### src/rtl/ipc_pkg.sv
`timescale 1ns / 1ps
// ----------------------------------------------------------------------------
// ipc_pkg
// Shared widths, codes, reset values and types of the incremental PI heater
// controller with PWM compare output.
// ----------------------------------------------------------------------------
package ipc_pkg;

	// Field widths
	localparam int MODE_W   = 2;
	localparam int TEMP_W   = 12;
	localparam int GAIN_W   = 16;
	localparam int CMP_W    = 15;
	localparam int CLAMP_W  = 2;
	localparam int ERR_W    = TEMP_W + 1;
	localparam int DELTA_W  = ERR_W + 1;
	localparam int SUM_W    = 31;
	localparam int SHIFT    = 8;
	localparam int UFULL_W  = SUM_W - SHIFT;
	localparam int U_W      = 16;
	localparam int NEXT_W   = 22;

	// Configuration port
	localparam int CFG_IDX_W  = 3;
	localparam int CFG_DATA_W = 16;

	// Register indexes
	localparam logic [CFG_IDX_W-1:0] REG_PROP_GAIN     = 3'd0;
	localparam logic [CFG_IDX_W-1:0] REG_INTEG_GAIN    = 3'd1;
	localparam logic [CFG_IDX_W-1:0] REG_COOK_UPPER    = 3'd2;
	localparam logic [CFG_IDX_W-1:0] REG_COOK_LOWER    = 3'd3;
	localparam logic [CFG_IDX_W-1:0] REG_WARM_UPPER    = 3'd4;
	localparam logic [CFG_IDX_W-1:0] REG_WARM_LOWER    = 3'd5;
	localparam logic [CFG_IDX_W-1:0] REG_START_COMPARE = 3'd6;

	// Register reset values
	localparam logic [GAIN_W-1:0] RST_PROP_GAIN     = 16'd256;
	localparam logic [GAIN_W-1:0] RST_INTEG_GAIN    = 16'd256;
	localparam logic [CMP_W-1:0]  RST_COOK_UPPER    = 15'd32767;
	localparam logic [CMP_W-1:0]  RST_COOK_LOWER    = 15'd0;
	localparam logic [CMP_W-1:0]  RST_WARM_UPPER    = 15'd32767;
	localparam logic [CMP_W-1:0]  RST_WARM_LOWER    = 15'd0;
	localparam logic [CMP_W-1:0]  RST_START_COMPARE = 15'd0;

	// Mode codes
	localparam logic [MODE_W-1:0] MODE_COOK = 2'd0;
	localparam logic [MODE_W-1:0] MODE_WARM = 2'd1;
	localparam logic [MODE_W-1:0] MODE_IDLE = 2'd2;

	// Clamp status codes
	localparam logic [CLAMP_W-1:0] CLAMP_NONE = 2'd0;
	localparam logic [CLAMP_W-1:0] CLAMP_HIGH = 2'd1;
	localparam logic [CLAMP_W-1:0] CLAMP_LOW  = 2'd2;

	// PWM scale applied to the controller output
	localparam logic signed [NEXT_W-1:0] PWM_SCALE = 22'sd20;

	// Saturation bounds of the controller output
	localparam logic signed [UFULL_W-1:0] U_MAX = 23'sd32767;
	localparam logic signed [UFULL_W-1:0] U_MIN = -23'sd32768;

	// Current register contents
	typedef struct packed {
		logic [GAIN_W-1:0] prop_gain;
		logic [GAIN_W-1:0] integ_gain;
		logic [CMP_W-1:0]  cook_upper;
		logic [CMP_W-1:0]  cook_lower;
		logic [CMP_W-1:0]  warm_upper;
		logic [CMP_W-1:0]  warm_lower;
		logic              load;
		logic [CMP_W-1:0]  start_compare;
	} cfg_t;

	// Outcome of one controller step
	typedef struct packed {
		logic                     update;
		logic signed [ERR_W-1:0]  error;
		logic [CMP_W-1:0]         compare;
		logic [CLAMP_W-1:0]       clamp;
	} step_t;

endpackage

### src/rtl/ipc_if.sv
`timescale 1ns / 1ps
// ----------------------------------------------------------------------------
// ipc_if
// Valid/ready channels of the controller: sample words in, result words out
// and register writes.
// ----------------------------------------------------------------------------
interface ipc_sample_if;
	logic                             valid;
	logic                             ready;
	logic [ipc_pkg::MODE_W-1:0]       mode;
	logic [ipc_pkg::TEMP_W-1:0]       target_temp;
	logic [ipc_pkg::TEMP_W-1:0]       measured_temp;

	modport source (output valid, mode, target_temp, measured_temp, input ready);
	modport sink   (input valid, mode, target_temp, measured_temp, output ready);
endinterface

interface ipc_result_if;
	logic                             valid;
	logic                             ready;
	logic [ipc_pkg::CMP_W-1:0]        compare_value;
	logic [ipc_pkg::CLAMP_W-1:0]      clamp_state;

	modport source (output valid, compare_value, clamp_state, input ready);
	modport sink   (input valid, compare_value, clamp_state, output ready);
endinterface

interface ipc_cfg_if;
	logic                             valid;
	logic                             ready;
	logic [ipc_pkg::CFG_IDX_W-1:0]    index;
	logic [ipc_pkg::CFG_DATA_W-1:0]   data;

	modport source (output valid, index, data, input ready);
	modport sink   (input valid, index, data, output ready);
endinterface

### src/rtl/incremental_pi_pwm_compare.sv
`timescale 1ns / 1ps
// ----------------------------------------------------------------------------
// incremental_pi_pwm_compare
// Incremental PI heater controller that drives a PWM compare value.
// ----------------------------------------------------------------------------
// Each sample word passes through an input register and then combinational
// logic (error, two gain multiplies, saturation, PWM scale and clamp) into
// the result register, and a new sample can be taken every cycle while the
// result side keeps up. The
// controller state (previous error and compare value) is updated in the same
// cycle as the result is registered, which keeps the one-word-per-cycle rate.
// The result register lets the next sample enter while a result waits.
// Register writes are taken every cycle; they must only be made while no
// sample is in flight. Writing the start compare register also loads it into
// the compare value.
// ----------------------------------------------------------------------------
module incremental_pi_pwm_compare (
	input  logic           clk,
	input  logic           arst_n,
	ipc_sample_if.sink     sample,
	ipc_result_if.source   result,
	ipc_cfg_if.sink        cfg
);

	ipc_pkg::cfg_t                           regs;
	ipc_pkg::step_t                          step;

	logic                                    valid_s1;
	logic [ipc_pkg::MODE_W-1:0]              mode_s1;
	logic [ipc_pkg::TEMP_W-1:0]              target_s1;
	logic [ipc_pkg::TEMP_W-1:0]              measured_s1;

	logic                                    out_valid_q;
	logic [ipc_pkg::CMP_W-1:0]               out_compare_q;
	logic [ipc_pkg::CLAMP_W-1:0]             out_clamp_q;

	logic signed [ipc_pkg::ERR_W-1:0]        prev_error_q;
	logic [ipc_pkg::CMP_W-1:0]               compare_q;

	logic                                    advance;
	logic                                    take;

	ipc_cfg_regs u_cfg (
		.clk    (clk),
		.arst_n (arst_n),
		.cfg    (cfg),
		.regs   (regs)
	);

	ipc_step u_step (
		.regs          (regs),
		.mode          (mode_s1),
		.target_temp   (target_s1),
		.measured_temp (measured_s1),
		.prev_error    (prev_error_q),
		.compare       (compare_q),
		.step          (step)
	);

	// Move the held word on when the result register is free or draining
	assign advance      = valid_s1 && (!out_valid_q || result.ready);
	assign sample.ready = !valid_s1 || advance;
	assign take         = sample.valid && sample.ready;

	// Input register
	always_ff @(posedge clk or negedge arst_n) begin
		if (!arst_n) begin
			valid_s1 <= 1'b0;
		end else if (sample.ready) begin
			valid_s1 <= sample.valid;
		end
	end

	always_ff @(posedge clk) begin
		if (take) begin
			mode_s1     <= sample.mode;
			target_s1   <= sample.target_temp;
			measured_s1 <= sample.measured_temp;
		end
	end

	// Controller state; a start compare write loads the compare value
	always_ff @(posedge clk or negedge arst_n) begin
		if (!arst_n) begin
			prev_error_q <= '0;
			compare_q    <= ipc_pkg::RST_START_COMPARE;
		end else if (regs.load) begin
			compare_q <= regs.start_compare;
		end else if (advance && step.update) begin
			prev_error_q <= step.error;
			compare_q    <= step.compare;
		end
	end

	// Result register
	always_ff @(posedge clk or negedge arst_n) begin
		if (!arst_n) begin
			out_valid_q <= 1'b0;
		end else if (advance) begin
			out_valid_q <= 1'b1;
		end else if (result.ready) begin
			out_valid_q <= 1'b0;
		end
	end

	always_ff @(posedge clk) begin
		if (advance) begin
			out_compare_q <= step.compare;
			out_clamp_q   <= step.clamp;
		end
	end

	assign result.valid         = out_valid_q;
	assign result.compare_value = out_compare_q;
	assign result.clamp_state   = out_clamp_q;

endmodule

### src/rtl/ipc_cfg_regs.sv
`timescale 1ns / 1ps
// ----------------------------------------------------------------------------
// ipc_cfg_regs
// Register file of gains, clamp limits and start compare value. A write to
// the start compare register also raises a one-cycle load strobe.
// ----------------------------------------------------------------------------
module ipc_cfg_regs (
	input  logic              clk,
	input  logic              arst_n,
	ipc_cfg_if.sink           cfg,
	output ipc_pkg::cfg_t     regs
);

	logic                           wr;
	logic [ipc_pkg::GAIN_W-1:0]     prop_gain_q;
	logic [ipc_pkg::GAIN_W-1:0]     integ_gain_q;
	logic [ipc_pkg::CMP_W-1:0]      cook_upper_q;
	logic [ipc_pkg::CMP_W-1:0]      cook_lower_q;
	logic [ipc_pkg::CMP_W-1:0]      warm_upper_q;
	logic [ipc_pkg::CMP_W-1:0]      warm_lower_q;
	logic [ipc_pkg::CMP_W-1:0]      start_compare_q;
	logic                           load_q;

	// Always take a write word
	assign cfg.ready = 1'b1;
	assign wr        = cfg.valid;

	// Decode the index; an index beyond the list is dropped
	always_ff @(posedge clk or negedge arst_n) begin
		if (!arst_n) begin
			prop_gain_q     <= ipc_pkg::RST_PROP_GAIN;
			integ_gain_q    <= ipc_pkg::RST_INTEG_GAIN;
			cook_upper_q    <= ipc_pkg::RST_COOK_UPPER;
			cook_lower_q    <= ipc_pkg::RST_COOK_LOWER;
			warm_upper_q    <= ipc_pkg::RST_WARM_UPPER;
			warm_lower_q    <= ipc_pkg::RST_WARM_LOWER;
			start_compare_q <= ipc_pkg::RST_START_COMPARE;
			load_q          <= 1'b0;
		end else begin
			load_q <= 1'b0;
			if (wr) begin
				case (cfg.index)
					ipc_pkg::REG_PROP_GAIN:  prop_gain_q  <= cfg.data;
					ipc_pkg::REG_INTEG_GAIN: integ_gain_q <= cfg.data;
					ipc_pkg::REG_COOK_UPPER: cook_upper_q <= cfg.data[ipc_pkg::CMP_W-1:0];
					ipc_pkg::REG_COOK_LOWER: cook_lower_q <= cfg.data[ipc_pkg::CMP_W-1:0];
					ipc_pkg::REG_WARM_UPPER: warm_upper_q <= cfg.data[ipc_pkg::CMP_W-1:0];
					ipc_pkg::REG_WARM_LOWER: warm_lower_q <= cfg.data[ipc_pkg::CMP_W-1:0];
					ipc_pkg::REG_START_COMPARE: begin
						start_compare_q <= cfg.data[ipc_pkg::CMP_W-1:0];
						load_q          <= 1'b1;
					end
					default: ;
				endcase
			end
		end
	end

	assign regs.prop_gain     = prop_gain_q;
	assign regs.integ_gain    = integ_gain_q;
	assign regs.cook_upper    = cook_upper_q;
	assign regs.cook_lower    = cook_lower_q;
	assign regs.warm_upper    = warm_upper_q;
	assign regs.warm_lower    = warm_lower_q;
	assign regs.load          = load_q;
	assign regs.start_compare = start_compare_q;

endmodule

### src/rtl/ipc_step.sv
`timescale 1ns / 1ps
// ----------------------------------------------------------------------------
// ipc_step
// One controller step: error and delta, the two gain products, truncating
// shift and saturation, the PWM scale, and the clamp to the mode's limits.
// ----------------------------------------------------------------------------
module ipc_step (
	input  ipc_pkg::cfg_t                        regs,
	input  logic [ipc_pkg::MODE_W-1:0]           mode,
	input  logic [ipc_pkg::TEMP_W-1:0]           target_temp,
	input  logic [ipc_pkg::TEMP_W-1:0]           measured_temp,
	input  logic signed [ipc_pkg::ERR_W-1:0]     prev_error,
	input  logic [ipc_pkg::CMP_W-1:0]            compare,
	output ipc_pkg::step_t                       step
);

	logic                                    active;
	logic [ipc_pkg::CMP_W-1:0]               upper;
	logic [ipc_pkg::CMP_W-1:0]               lower;
	logic signed [ipc_pkg::ERR_W-1:0]        error;
	logic signed [ipc_pkg::DELTA_W-1:0]      delta;
	logic signed [ipc_pkg::SUM_W-1:0]        prod_p;
	logic signed [ipc_pkg::SUM_W-1:0]        prod_i;
	logic signed [ipc_pkg::SUM_W-1:0]        sum;
	logic signed [ipc_pkg::SUM_W-1:0]        sum_adj;
	logic signed [ipc_pkg::UFULL_W-1:0]      u_full;
	logic signed [ipc_pkg::U_W-1:0]          u_sat;
	logic signed [ipc_pkg::NEXT_W-1:0]       scaled;
	logic signed [ipc_pkg::NEXT_W-1:0]       next;
	logic signed [ipc_pkg::NEXT_W-1:0]       upper_x;
	logic signed [ipc_pkg::NEXT_W-1:0]       lower_x;

	// Cook and warm run the loop; idle and the unused code hold
	assign active = (mode == ipc_pkg::MODE_COOK) || (mode == ipc_pkg::MODE_WARM);
	assign upper  = (mode == ipc_pkg::MODE_COOK) ? regs.cook_upper : regs.warm_upper;
	assign lower  = (mode == ipc_pkg::MODE_COOK) ? regs.cook_lower : regs.warm_lower;

	// Error and its change since the last active step
	assign error = signed'({1'b0, target_temp}) - signed'({1'b0, measured_temp});
	assign delta = ipc_pkg::DELTA_W'(error) - ipc_pkg::DELTA_W'(prev_error);

	// Gain products, Q8.8 times integer
	assign prod_p = signed'({{(ipc_pkg::SUM_W-ipc_pkg::GAIN_W){1'b0}}, regs.prop_gain})
		* ipc_pkg::SUM_W'(delta);
	assign prod_i = signed'({{(ipc_pkg::SUM_W-ipc_pkg::GAIN_W){1'b0}}, regs.integ_gain})
		* ipc_pkg::SUM_W'(error);
	assign sum    = prod_p + prod_i;

	// Drop the fraction, rounding toward zero
	assign sum_adj = sum + (sum[ipc_pkg::SUM_W-1] ?
		ipc_pkg::SUM_W'((1 << ipc_pkg::SHIFT) - 1) : '0);
	assign u_full  = ipc_pkg::UFULL_W'(sum_adj >>> ipc_pkg::SHIFT);

	// Saturate to sixteen bits
	always_comb begin
		if (u_full > ipc_pkg::U_MAX) begin
			u_sat = ipc_pkg::U_W'(ipc_pkg::U_MAX);
		end else if (u_full < ipc_pkg::U_MIN) begin
			u_sat = ipc_pkg::U_W'(ipc_pkg::U_MIN);
		end else begin
			u_sat = ipc_pkg::U_W'(u_full);
		end
	end

	// Scale and subtract from the compare value
	assign scaled  = ipc_pkg::NEXT_W'(u_sat) * ipc_pkg::PWM_SCALE;
	assign next    = signed'({{(ipc_pkg::NEXT_W-ipc_pkg::CMP_W){1'b0}}, compare}) - scaled;
	assign upper_x = signed'({{(ipc_pkg::NEXT_W-ipc_pkg::CMP_W){1'b0}}, upper});
	assign lower_x = signed'({{(ipc_pkg::NEXT_W-ipc_pkg::CMP_W){1'b0}}, lower});

	// Clamp: the upper limit is tested first
	always_comb begin
		step.update = active;
		step.error  = error;
		if (!active) begin
			step.compare = compare;
			step.clamp   = ipc_pkg::CLAMP_NONE;
		end else if (next > upper_x) begin
			step.compare = upper;
			step.clamp   = ipc_pkg::CLAMP_HIGH;
		end else if (next < lower_x) begin
			step.compare = lower;
			step.clamp   = ipc_pkg::CLAMP_LOW;
		end else begin
			step.compare = next[ipc_pkg::CMP_W-1:0];
			step.clamp   = ipc_pkg::CLAMP_NONE;
		end
	end

endmodule
### src/flat_wrapper.sv
// flat-port wrapper written by rule: the top's interface ports become plain ports
module incremental_pi_pwm_compare_flat 
  (clk, arst_n, sample_valid, sample_mode, sample_target_temp, sample_measured_temp, sample_ready, result_valid, result_compare_value, result_clamp_state, result_ready, cfg_valid, cfg_index, cfg_data, cfg_ready);
  ipc_sample_if sample_i ();
  ipc_result_if result_i ();
  ipc_cfg_if cfg_i ();
  input  logic clk;
  input  logic arst_n;
  input wire logic [$bits(sample_i.valid)-1:0] sample_valid;
  input wire logic [$bits(sample_i.mode)-1:0] sample_mode;
  input wire logic [$bits(sample_i.target_temp)-1:0] sample_target_temp;
  input wire logic [$bits(sample_i.measured_temp)-1:0] sample_measured_temp;
  output wire logic [$bits(sample_i.ready)-1:0] sample_ready;
  output wire logic [$bits(result_i.valid)-1:0] result_valid;
  output wire logic [$bits(result_i.compare_value)-1:0] result_compare_value;
  output wire logic [$bits(result_i.clamp_state)-1:0] result_clamp_state;
  input wire logic [$bits(result_i.ready)-1:0] result_ready;
  input wire logic [$bits(cfg_i.valid)-1:0] cfg_valid;
  input wire logic [$bits(cfg_i.index)-1:0] cfg_index;
  input wire logic [$bits(cfg_i.data)-1:0] cfg_data;
  output wire logic [$bits(cfg_i.ready)-1:0] cfg_ready;
  assign sample_i.valid = sample_valid;
  assign sample_i.mode = sample_mode;
  assign sample_i.target_temp = sample_target_temp;
  assign sample_i.measured_temp = sample_measured_temp;
  assign sample_ready = sample_i.ready;
  assign result_valid = result_i.valid;
  assign result_compare_value = result_i.compare_value;
  assign result_clamp_state = result_i.clamp_state;
  assign result_i.ready = result_ready;
  assign cfg_i.valid = cfg_valid;
  assign cfg_i.index = cfg_index;
  assign cfg_i.data = cfg_data;
  assign cfg_ready = cfg_i.ready;
  incremental_pi_pwm_compare u_core (.clk(clk), .arst_n(arst_n), .sample(sample_i), .result(result_i), .cfg(cfg_i));
endmodule
### config.mk
export PLATFORM = sky130hd
export DESIGN_NAME = incremental_pi_pwm_compare_flat
export DESIGN_NICKNAME = d
export VERILOG_FILES = /design/src/rtl/ipc_pkg.sv /design/src/rtl/ipc_if.sv /design/src/rtl/incremental_pi_pwm_compare.sv /design/src/rtl/ipc_cfg_regs.sv /design/src/rtl/ipc_step.sv /design/src/flat_wrapper.sv
export SDC_FILE = /design/constraint.sdc
export NUM_CORES = 1
export LEC_CHECK = 0
export ABC_AREA = 0
export BUFFER_PORTS_ARGS = -buffer_cell sky130_fd_sc_hd__buf_2
export CAP_MARGIN = 20
export CORE_ASPECT_RATIO = 1.25
export CORE_UTILIZATION = 50
export CTS_CLUSTER_DIAMETER = 80
export DETAILED_ROUTE_END_ITERATION = 8
export PLACE_DENSITY = 0.66
export SLEW_MARGIN = 30
export SYNTH_ARGS = -nofsm -noshare
export SYNTH_HDL_FRONTEND = slang
export SYNTH_SLANG_ARGS = --single-unit
### constraint.sdc
create_clock -name clk -period 27.8 [get_ports clk]
set_clock_uncertainty 0.05 [all_clocks]
set_input_delay 0 -clock clk [delete_from_list [all_inputs] [get_ports clk]]
set_output_delay 0 -clock clk [all_outputs]
set_load 0.02 [all_outputs]
==> results of run 1 <==
synth_stat cells, drive strengths merged (13+ instances only):
| library cell | count | share of area [%] |
|---|---|---|
| clkbuf | 90 | 1.3 |
| dfstp | 32 | 3.2 |
| dfrtp | 106 | 10 |
| and2 | 159 | 3.8 |
| ha | 252 | 12 |
| o221ai | 21 | 0.72 |
| nor2b | 35 | 0.83 |
| nand3 | 29 | 0.57 |
| inv | 577 | 8.2 |
| nor3 | 23 | 0.43 |
| o211ai | 13 | 0.37 |
| fa | 379 | 29 |
| o31ai | 13 | 0.42 |
| nand2 | 310 | 4.4 |
| o21ai | 81 | 1.5 |
| nand2b | 48 | 1.1 |
| xor2 | 28 | 0.93 |
| a21o | 24 | 0.68 |
| edfxtp | 43 | 4.9 |
| nor2 | 75 | 1.1 |
| o21a | 32 | 0.91 |
| mux2i | 22 | 0.83 |
| mux2 | 110 | 4.7 |
| a211oi | 16 | 0.49 |
| xnor2 | 48 | 1.6 |
| nand4 | 15 | 0.35 |
| a21oi | 71 | 1.3 |
registers in the layout, indices dropped and copies added, names as in the netlist, 12 cells and up:
signal	cells
u_core.compare_q	15
u_core.measured_s1	12
u_core.prev_error_q	13
u_core.result.compare_value	15
u_core.target_s1	12
u_core.u_cfg.cook_lower_q	15
u_core.u_cfg.cook_upper_q	15
u_core.u_cfg.integ_gain_q	16
u_core.u_cfg.prop_gain_q	16
u_core.u_cfg.start_compare_q	15
u_core.u_cfg.warm_lower_q	15
u_core.u_cfg.warm_upper_q	15
cell families (layout without fill, tap and decap cells):
group / after synthesis / count (layout) / synth area share [%]
fa+ha+maj: 632 / 632 / 40.6
compound gates: 354 / 354 / 9.18
xor+xnor: 76 / 76 / 2.51
simple gates: 756 / 756 / 14.3
other cells: 1 / 1 / 0.0142
flops: 181 / 181 / 18.1
mux: 132 / 132 / 5.57
buf+inv: 678 / 758 / 9.78
routing by layer:
metal	GRT usage (%)	part of all wire, %	vias up	routed length, um
met5	0	0	-	0
met4	17.6	6.8	0	4980
met3	2.99	4.5	211	3280
met2	51.8	53	636	39100
met1	30.9	36	10300	26100
li1	-	-	9078	-
worst paths after layout:
path	from	to	slack, ps	cells after the start
max	u_core.measured_s1[1]	u_core.result.compare_value[8]	8680	66
min in group clk	cfg_index[2]	u_core.u_cfg.cook_lower_q[6]	180	3
min	arst_n	u_core.u_cfg.warm_lower_q[7]	40	2
max reg2reg	u_core.measured_s1[1]	u_core.result.compare_value[8]	8680	66
max in group asynchronous	arst_n	u_core.u_cfg.prop_gain_q[1]	26500	3
min reg2reg	u_core.u_cfg.start_compare_q[5]	u_core.u_cfg.start_compare_q[5]	420	2
through the flow:
step | hold WS [ps] | cells | setup WS, ps
final | 42.7 | 3555 | 8680
after global routing | 94.8 | 3555 | 7270
after CTS | 46.2 | 3553 | 8880
after detailed placement | -27.4 | 3475 | 8950
after global placement | -34.0 | 3475 | 9460
after floorplan | -346 | 2810 | 11730
final cells by class:
type / count / share of cell area (%)
tap: 665 / 2.90
timing repair buffer: 149 / 3.75
clock buffer: 18 / 1.57
clock inverter: 14 / 0.675
inverter: 577 / 7.54
sequential: 181 / 16.7
multi-input combinational: 1951 / 66.9
worst max-delay path, delay by kind of cell (launching register included):
kind | cells | cell delay, ps
xor gates and xnor gates | 1 | 130
DFF | 1 | 430
muxes | 1 | 330
adders and majority gates | 14 | 5800
AOI/OAI and AO/OA | 26 | 7180
buffers and inverters | 8 | 820
and+or+nand+nor | 16 | 4080
repair_timing:
item                                   in CTS  in global routing
hold buffers                               46                  0
gates resized for setup                     0                  0
endpoints found under the hold margin     191                  0
==> impl_table.tex, run 1 <==
\begin{tabular}{lr}
\hline
Metric & Value \\
\hline
\multicolumn{2}{l}{\textbf{Worst setup path}} \\
Critical path data arrival time & 19240 ps \\
Required time of the critical path & 27930 ps \\
Worst stage delay on the critical path & 960 ps \\
Biggest fanout along the worst timing path & 18 \\
Worst Setup Path Type & reg2reg \\
Element type at the critical path end & flip-flop \\
Startpoint Class & flip-flop \\
Critical path's slowest cell & sky130\_fd\_sc\_hd\_\_o22a\_1 \\
\multicolumn{2}{l}{\textbf{Detailed routing}} \\
Detailed Route Iter0 Violations & 1326 \\
DRT antenna net count & 0 \\
Post-detailed-route DRC marker count & 0 \\
Count of TritonRoute iterations in the first routing pass & 5 \\
Wirelength per Cell & 20.7 um \\
Routed wire length & 73.4 mm \\
Vias & 20.2k \\
Number of vias per cell & 5.68 \\
\multicolumn{2}{l}{\textbf{Synthesis}} \\
Post-synthesis cell area & 26500 sq um \\
Avg Synthesized Cell Area & 9.42 sq um \\
Top flip-flop cell by instance count after synthesis & sky130\_fd\_sc\_hd\_\_dfrtp\_1 \\
Fraction of the yosys area taken by sequential cells & 18.1\% \\
Post-synth cell types & 79 \\
Synthesized Nets & 3491 \\
FFs w/ async S/R, synth & 76.2\% \\
EDFF count, synth & 43 \\
Yosys reg bits & 181 \\
Number of warnings reported in the yosys synthesis log & 0 \\
Gate count after technology mapping & 2810 \\
\multicolumn{2}{l}{\textbf{Clocking}} \\
Clock latency at the later pin of the worst-skew pair & 460 ps \\
CTS tree & yes \\
Clock buffers created by TritonCTS & 17 \\
Maximum count of clock buffers along a single path & 2 \\
H-tree depth & 4 \\
CTS sink count & 181 \\
Post CTS Setup Buffer Count & 0 \\
Clock-pin slew on the worst setup and hold paths & 80 ps \\
Buffer type at the clock tree root & sky130\_fd\_sc\_hd\_\_clkbuf\_16 \\
\multicolumn{2}{l}{\textbf{Placed design}} \\
Final RePlAce weighted congestion & 0.960 \\
Buffers added on ports & 68 \\
Half-perimeter wire length of the detailed placement result & 58.5 mm \\
Standard cell area after detailed placement & 27600 sq um \\
\multicolumn{2}{l}{\textbf{STA}} \\
Final period demand of the worst path & 19120 ps \\
RSZ-0062 raised after global routing & false \\
Transition time at the pin with the least slew margin & 1020 ps \\
Final setup TNS & 0 ps \\
Final setup fails & 0 \\
Worst relative slew slack & 32.1\% \\
Final Cycle Share & 68.8\% \\
Count of final hold-check violations & 0 \\
Highest Clock Rate & 0.0523 GHz \\
Fin. max-slew vios & 0 \\
\multicolumn{2}{l}{\textbf{Final layout}} \\
Synthesis-to-layout area growth & 8.42\% \\
Area used by sequential logic in the layout & 4780 sq um \\
Most common cell after layout, fill and taps aside & sky130\_fd\_sc\_hd\_\_inv\_1 \\
Share of layout cells above drive strength 1 & 11.0\% \\
Leading cell types in the layout, fill and taps excluded & sky130\_fd\_sc\_hd\_\_inv\_1, sky130\_fd\_sc\_hd\_\_fa\_1, sky130\_fd\_sc\_hd\_\_nand2\_1, sky130\_fd\_sc\_hd\_\_ha\_1, sky130\_fd\_sc\_hd\_\_and2\_1 \\
Final design instance area without fill & 28700 sq um \\
Final design utilization & 55.3\% \\
Count of nets after finishing & 3558 \\
Count of filler cells inserted in the layout & 4665 \\
Multi-input gate area in the final layout & 19200 sq um \\
Total inserted antenna cells & 0 \\
\multicolumn{2}{l}{\textbf{Floorplan}} \\
Vert. Die Dim & 259 um \\
Starting density of the core & 51.0\% \\
Placeable core region & 51900 sq um \\
Die X & 208 um \\
I/O pins & 70 \\
Die Outline Area & 53900 sq um \\
Number of rows created at floorplan & 93 \\
\multicolumn{2}{l}{\textbf{Global route}} \\
Overall Global Routing Usage & 28.1\% \\
Number of antenna violations at the first check in global routing & 1 \\
Via count of the first global-routing pass & 21.7k \\
Global-route congestion overflow total & 0 \\
Wire length of the first global-routing pass & 116 mm \\
Maximum number of pins on one net before global-route repair & 78 \\
\multicolumn{2}{l}{\textbf{Run}} \\
Maximum capacitance violations & 0 \\
\multicolumn{2}{l}{\textbf{Hold path}} \\
Type of the worst min-delay path & in2async \\
\multicolumn{2}{l}{\textbf{Outcome}} \\
Status & finished, final reports clean \\
\hline
\end{tabular}
Power of run 1 is left out: the tool's default activity adds up to more than one toggle a clock period on the data nets, which glitch-free logic cannot reach.
==> run 2: changes to the inputs <==
Settings changed: ABC_AREA 0 to 1, PLACE_DENSITY 0.66 to 0.69.
Clock period 27.8 ns to 15.6 ns, I/O delays scaled along.
==> run 2 against run 1 <==
Effect of this change:
- the flow now finishes with violations (negative hold slack)
- first-iteration DRC count grew 30%
- register-to-register slack got worse by 8000 ps
- core utilization increased by 0.90 points
- final cell count increased by 17%
- maximum frequency rose by 28%
- global-route usage is 1.1 points higher
- synthesized cell count is 20% higher
- setup slack worse by 8000 ps
- routed wire length rose by 5.0%
- design area up 3.2%
- die area rose by 0.68%
- largest cell class unchanged
==> impl_table.tex, run 2 <==
\begin{tabular}{lr}
\hline
Metric & Value \\
\hline
\multicolumn{2}{l}{\textbf{Synthesis}} \\
Top flip-flop cell by instance count after synthesis & sky130\_fd\_sc\_hd\_\_dfrtp\_1 (unchanged) \\
Number of warnings reported in the yosys synthesis log & 0 (unchanged) \\
Gate count after technology mapping & 3381 (was 2810) \\
Synthesized Nets & 4062 (was 3491) \\
Fraction of the yosys area taken by sequential cells & 17.9\% (was 18.1\%) \\
Avg Synthesized Cell Area & 7.89 sq um (was 9.42 sq um) \\
Largest cells by area after synthesis & sky130\_fd\_sc\_hd\_\_fa\_1, sky130\_fd\_sc\_hd\_\_ha\_1, sky130\_fd\_sc\_hd\_\_nand2\_1, sky130\_fd\_sc\_hd\_\_inv\_1, sky130\_fd\_sc\_hd\_\_dfrtp\_1 (was sky130\_fd\_sc\_hd\_\_fa\_1, sky130\_fd\_sc\_hd\_\_ha\_1, sky130\_fd\_sc\_hd\_\_dfrtp\_1, sky130\_fd\_sc\_hd\_\_inv\_1, sky130\_fd\_sc\_hd\_\_edfxtp\_1) \\
Yosys reg bits & 181 (unchanged) \\
Commonest cells in the netlist & sky130\_fd\_sc\_hd\_\_nand2\_1, sky130\_fd\_sc\_hd\_\_inv\_1, sky130\_fd\_sc\_hd\_\_fa\_1 (was sky130\_fd\_sc\_hd\_\_inv\_1, sky130\_fd\_sc\_hd\_\_fa\_1, sky130\_fd\_sc\_hd\_\_nand2\_1) \\
Most instantiated library cell after synthesis & sky130\_fd\_sc\_hd\_\_nand2\_1 (was sky130\_fd\_sc\_hd\_\_inv\_1) \\
Post-synth cell types & 55 (was 79) \\
EDFF count, synth & 43 (unchanged) \\
FFs w/ async S/R, synth & 76.2\% (unchanged) \\
Cell type with the largest total area after synthesis & sky130\_fd\_sc\_hd\_\_fa\_1 (unchanged) \\
Post-synthesis cell area & 26700 sq um (was 26500 sq um) \\
Top-area cell type share of the netlist area & 28.5\% (was 28.7\%) \\
\multicolumn{2}{l}{\textbf{Hold path}} \\
Hold path cells & 3 \\
Type of the worst min-delay path & in2reg (was in2async) \\
\multicolumn{2}{l}{\textbf{STA}} \\
Minimum setup slack in the final design & 682 ps (was 8680 ps) \\
Final setup TNS & 0 ps (unchanged) \\
Fin. max-slew vios & 0 (unchanged) \\
Count of final hold-check violations & 3 (was 0) \\
Transition time at the pin with the least slew margin & 942 ps (was 1020 ps) \\
Hold slack & -13.6 ps (was 42.7 ps) \\
Final period demand of the worst path & 14920 ps (was 19120 ps) \\
Final Cycle Share & 95.6\% (was 68.8\%) \\
Final setup fails & 0 (unchanged) \\
Highest Clock Rate & 0.0670 GHz (was 0.0523 GHz) \\
Worst relative slew slack & 36.5\% (was 32.1\%) \\
\multicolumn{2}{l}{\textbf{Clocking}} \\
Clock latency at the later pin of the worst-skew pair & 460 ps (about the same) \\
H-tree depth & 4 (unchanged) \\
Buffer type at the clock tree root & sky130\_fd\_sc\_hd\_\_clkbuf\_16 (unchanged) \\
Clock buffers created by TritonCTS & 17 (unchanged) \\
CTS tree & yes (unchanged) \\
CTS sink count & 181 (unchanged) \\
Maximum count of clock buffers along a single path & 2 (unchanged) \\
Clock-pin slew on the worst setup and hold paths & 90 ps (was 80 ps) \\
\multicolumn{2}{l}{\textbf{Detailed routing}} \\
Vias & 22.3k (was 20.2k) \\
Number of vias per cell & 5.34 (was 5.68) \\
Routed wire length & 77.1 mm (was 73.4 mm) \\
Count of TritonRoute iterations in the first routing pass & 6 (was 5) \\
Post-detailed-route DRC marker count & 0 (unchanged) \\
Detailed Route Iter0 Violations & 1730 (was 1326) \\
Wirelength per Cell & 18.5 um (was 20.7 um) \\
DRT antenna net count & 0 (unchanged) \\
\multicolumn{2}{l}{\textbf{Placed design}} \\
Half-perimeter wire length of the detailed placement result & 62.5 mm (was 58.5 mm) \\
Standard cell area after detailed placement & 27800 sq um (was 27600 sq um) \\
Final RePlAce weighted congestion & 0.996 (was 0.960) \\
Minimum setup slack after placement & -35.6 ps (was 8950 ps) \\
Buffers added on ports & 68 (unchanged) \\
\multicolumn{2}{l}{\textbf{Global route}} \\
Global routing met3 resource utilization & 4.01\% (was 2.99\%) \\
Busiest metal layer after global routing & met2 (unchanged) \\
Met1 Usage GRT & 37.8\% (was 30.9\%) \\
Via count of the first global-routing pass & 22.5k (was 21.7k) \\
Global-route track usage on met2 & 48.4\% (was 51.8\%) \\
Overall Global Routing Usage & 29.2\% (was 28.1\%) \\
Wire length of the first global-routing pass & 121 mm (was 116 mm) \\
Number of antenna violations at the first check in global routing & 1 (unchanged) \\
Maximum number of pins on one net before global-route repair & 84 (was 78) \\
Global-route congestion overflow total & 0 (unchanged) \\
\multicolumn{2}{l}{\textbf{Worst setup path}} \\
Most frequent cell on the critical path & sky130\_fd\_sc\_hd\_\_nand2\_1 \\
Startpoint Class & flip-flop (unchanged) \\
Setup slack on the worst flop-to-flop path & 680 ps (was 8680 ps) \\
Critical path data arrival time & 15080 ps (was 19240 ps) \\
Worst stage delay on the critical path & 680 ps (was 960 ps) \\
Required time of the critical path & 15760 ps (was 27930 ps) \\
Worst Setup Path Type & reg2reg (unchanged) \\
Biggest fanout along the worst timing path & 19 (was 18) \\
Critical path's slowest cell & sky130\_fd\_sc\_hd\_\_fa\_2 (was sky130\_fd\_sc\_hd\_\_o22a\_1) \\
Element type at the critical path end & flip-flop (unchanged) \\
R2R cell count & 65 (was 66) \\
\multicolumn{2}{l}{\textbf{Final layout}} \\
Total inserted antenna cells & 0 (unchanged) \\
Count of nets after finishing & 4170 (was 3558) \\
Most common cell after layout, fill and taps aside & sky130\_fd\_sc\_hd\_\_inv\_1 (unchanged) \\
Count of filler cells inserted in the layout & 4843 (was 4665) \\
Leading cell types in the layout, fill and taps excluded & sky130\_fd\_sc\_hd\_\_inv\_1, sky130\_fd\_sc\_hd\_\_nand2\_1, sky130\_fd\_sc\_hd\_\_fa\_1, sky130\_fd\_sc\_hd\_\_nor2\_1, sky130\_fd\_sc\_hd\_\_ha\_1 (was sky130\_fd\_sc\_hd\_\_inv\_1, sky130\_fd\_sc\_hd\_\_fa\_1, sky130\_fd\_sc\_hd\_\_nand2\_1, sky130\_fd\_sc\_hd\_\_ha\_1, sky130\_fd\_sc\_hd\_\_and2\_1) \\
Final design instance area without fill & 29600 sq um (was 28700 sq um) \\
Synthesis-to-layout area growth & 11.1\% (was 8.42\%) \\
Share of layout cells above drive strength 1 & 10.6\% (was 11.0\%) \\
Largest registers ranked by flip-flop count & u\_core.u\_cfg.integ\_gain\_q: 16 flops, u\_core.u\_cfg.prop\_gain\_q: 16 flops (unchanged) \\
\multicolumn{2}{l}{\textbf{Floorplan}} \\
Number of rows created at floorplan & 94 (was 93) \\
Die Outline Area & 54300 sq um (was 53900 sq um) \\
Die X & 209 um (was 208 um) \\
Vert. Die Dim & 260 um (was 259 um) \\
Placeable core region & 52700 sq um (was 51900 sq um) \\
I/O pins & 70 (unchanged) \\
Starting density of the core & 50.6\% (was 51.0\%) \\
\multicolumn{2}{l}{\textbf{Run}} \\
Maximum capacitance violations & 0 (unchanged) \\
\multicolumn{2}{l}{\textbf{Outcome}} \\
Violations in the final reports & negative hold slack \\
Status & complete, but fails checks (was finished, final reports clean) \\
\hline
\end{tabular}
-- run 2: cell types whose count changed after synthesis, moves of 25 or more --
cell	previous run	this run
sky130_fd_sc_hd__nand2b_1	48	1
sky130_fd_sc_hd__mux2_2	106	1
sky130_fd_sc_hd__nor2_1	75	290
sky130_fd_sc_hd__o21ai_0	72	171
sky130_fd_sc_hd__nand3_1	28	90
sky130_fd_sc_hd__o21a_1	32	7
sky130_fd_sc_hd__and2_1	159	2
sky130_fd_sc_hd__nand2_1	309	785
sky130_fd_sc_hd__nor2b_1	35	0
sky130_fd_sc_hd__inv_1	577	776
sky130_fd_sc_hd__xnor2_1	48	13
-- run 2: layer usage --
layer	share of wire, %	vias to the layer above	wire, um
met5	0.016	-	12
li1	-	10400	-
met1	41	10700	31600
met4	5.5	2	4220
met3	6.9	229	5280
met2	47	931	36000
-- run 2: worst paths after layout --
| kind | start | to |
|---|---|---|
| min in group asynchronous | arst_n | u_core.compare_q[10] |
| setup reg to reg | u_core.measured_s1[0] | u_core.result.compare_value[13] |
| hold reg to reg | u_core.u_cfg.warm_lower_q[13] | u_core.u_cfg.warm_lower_q[13] |
| max in group asynchronous | arst_n | u_core.prev_error_q[12] |
| setup / recovery | u_core.measured_s1[0] | u_core.result.compare_value[13] |
| hold / removal | cfg_data[12] | u_core.u_cfg.warm_upper_q[12] |
-- run 2: stage by stage --
step / util [%] / instances
after floorplan: - / 3381
after global placement: 52.7 / 4065
after detailed placement: 52.7 / 4065
after CTS: 54.8 / 4142
after global routing: 56.2 / 4174
final: 56.2 / 4174
-- run 2: area by class of cell --
type                            count  area (sq um)  area share (%)
Tap cell                          672           841            2.84
Sequential cell                   181          4780            16.2
Timing Repair Buffer              187          1410            4.76
Inverter                          786          2960            9.98
Multi-Input combinational cell   2316         19000            64.2
Clock inverter                     15           191           0.646
Clock buffer                       17           425            1.44
-- run 2: cell families after synthesis --
family	Yosys count	synth area share, %
adder cells (fa/ha/maj)	632	40.3
multiplexers	16	0.605
XOR/XNOR	59	2.05
flip-flops	181	17.9
AO/OA/AOI/OAI	307	6.14
buffers and inverters	886	12.6
AND/OR/NAND/NOR	1299	20.3
other	1	0.0141
-- run 2: timing repair --
item,CTS,global route
buffers inserted,0,28
pin swaps,0,40
endpoints found under the hold margin,164,0
gates resized for setup,2,111
cloned,0,3
hold buffers,45,0
setup endpoints to repair,30,32
-- run 2: worst max-delay path: cells and delay by family (launching register included) --
| kind | cells | cell delay [ps] |
|---|---|---|
| AOI/OAI and AO/OA | 7 | 1260 |
| buffers and inverters | 11 | 1720 |
| xor gates and xnor gates | 3 | 510 |
| DFF | 1 | 400 |
| and+or+nand+nor | 30 | 4370 |
| adders and majority gates | 14 | 6330 |
Power of run 2 is left out for the same reason.
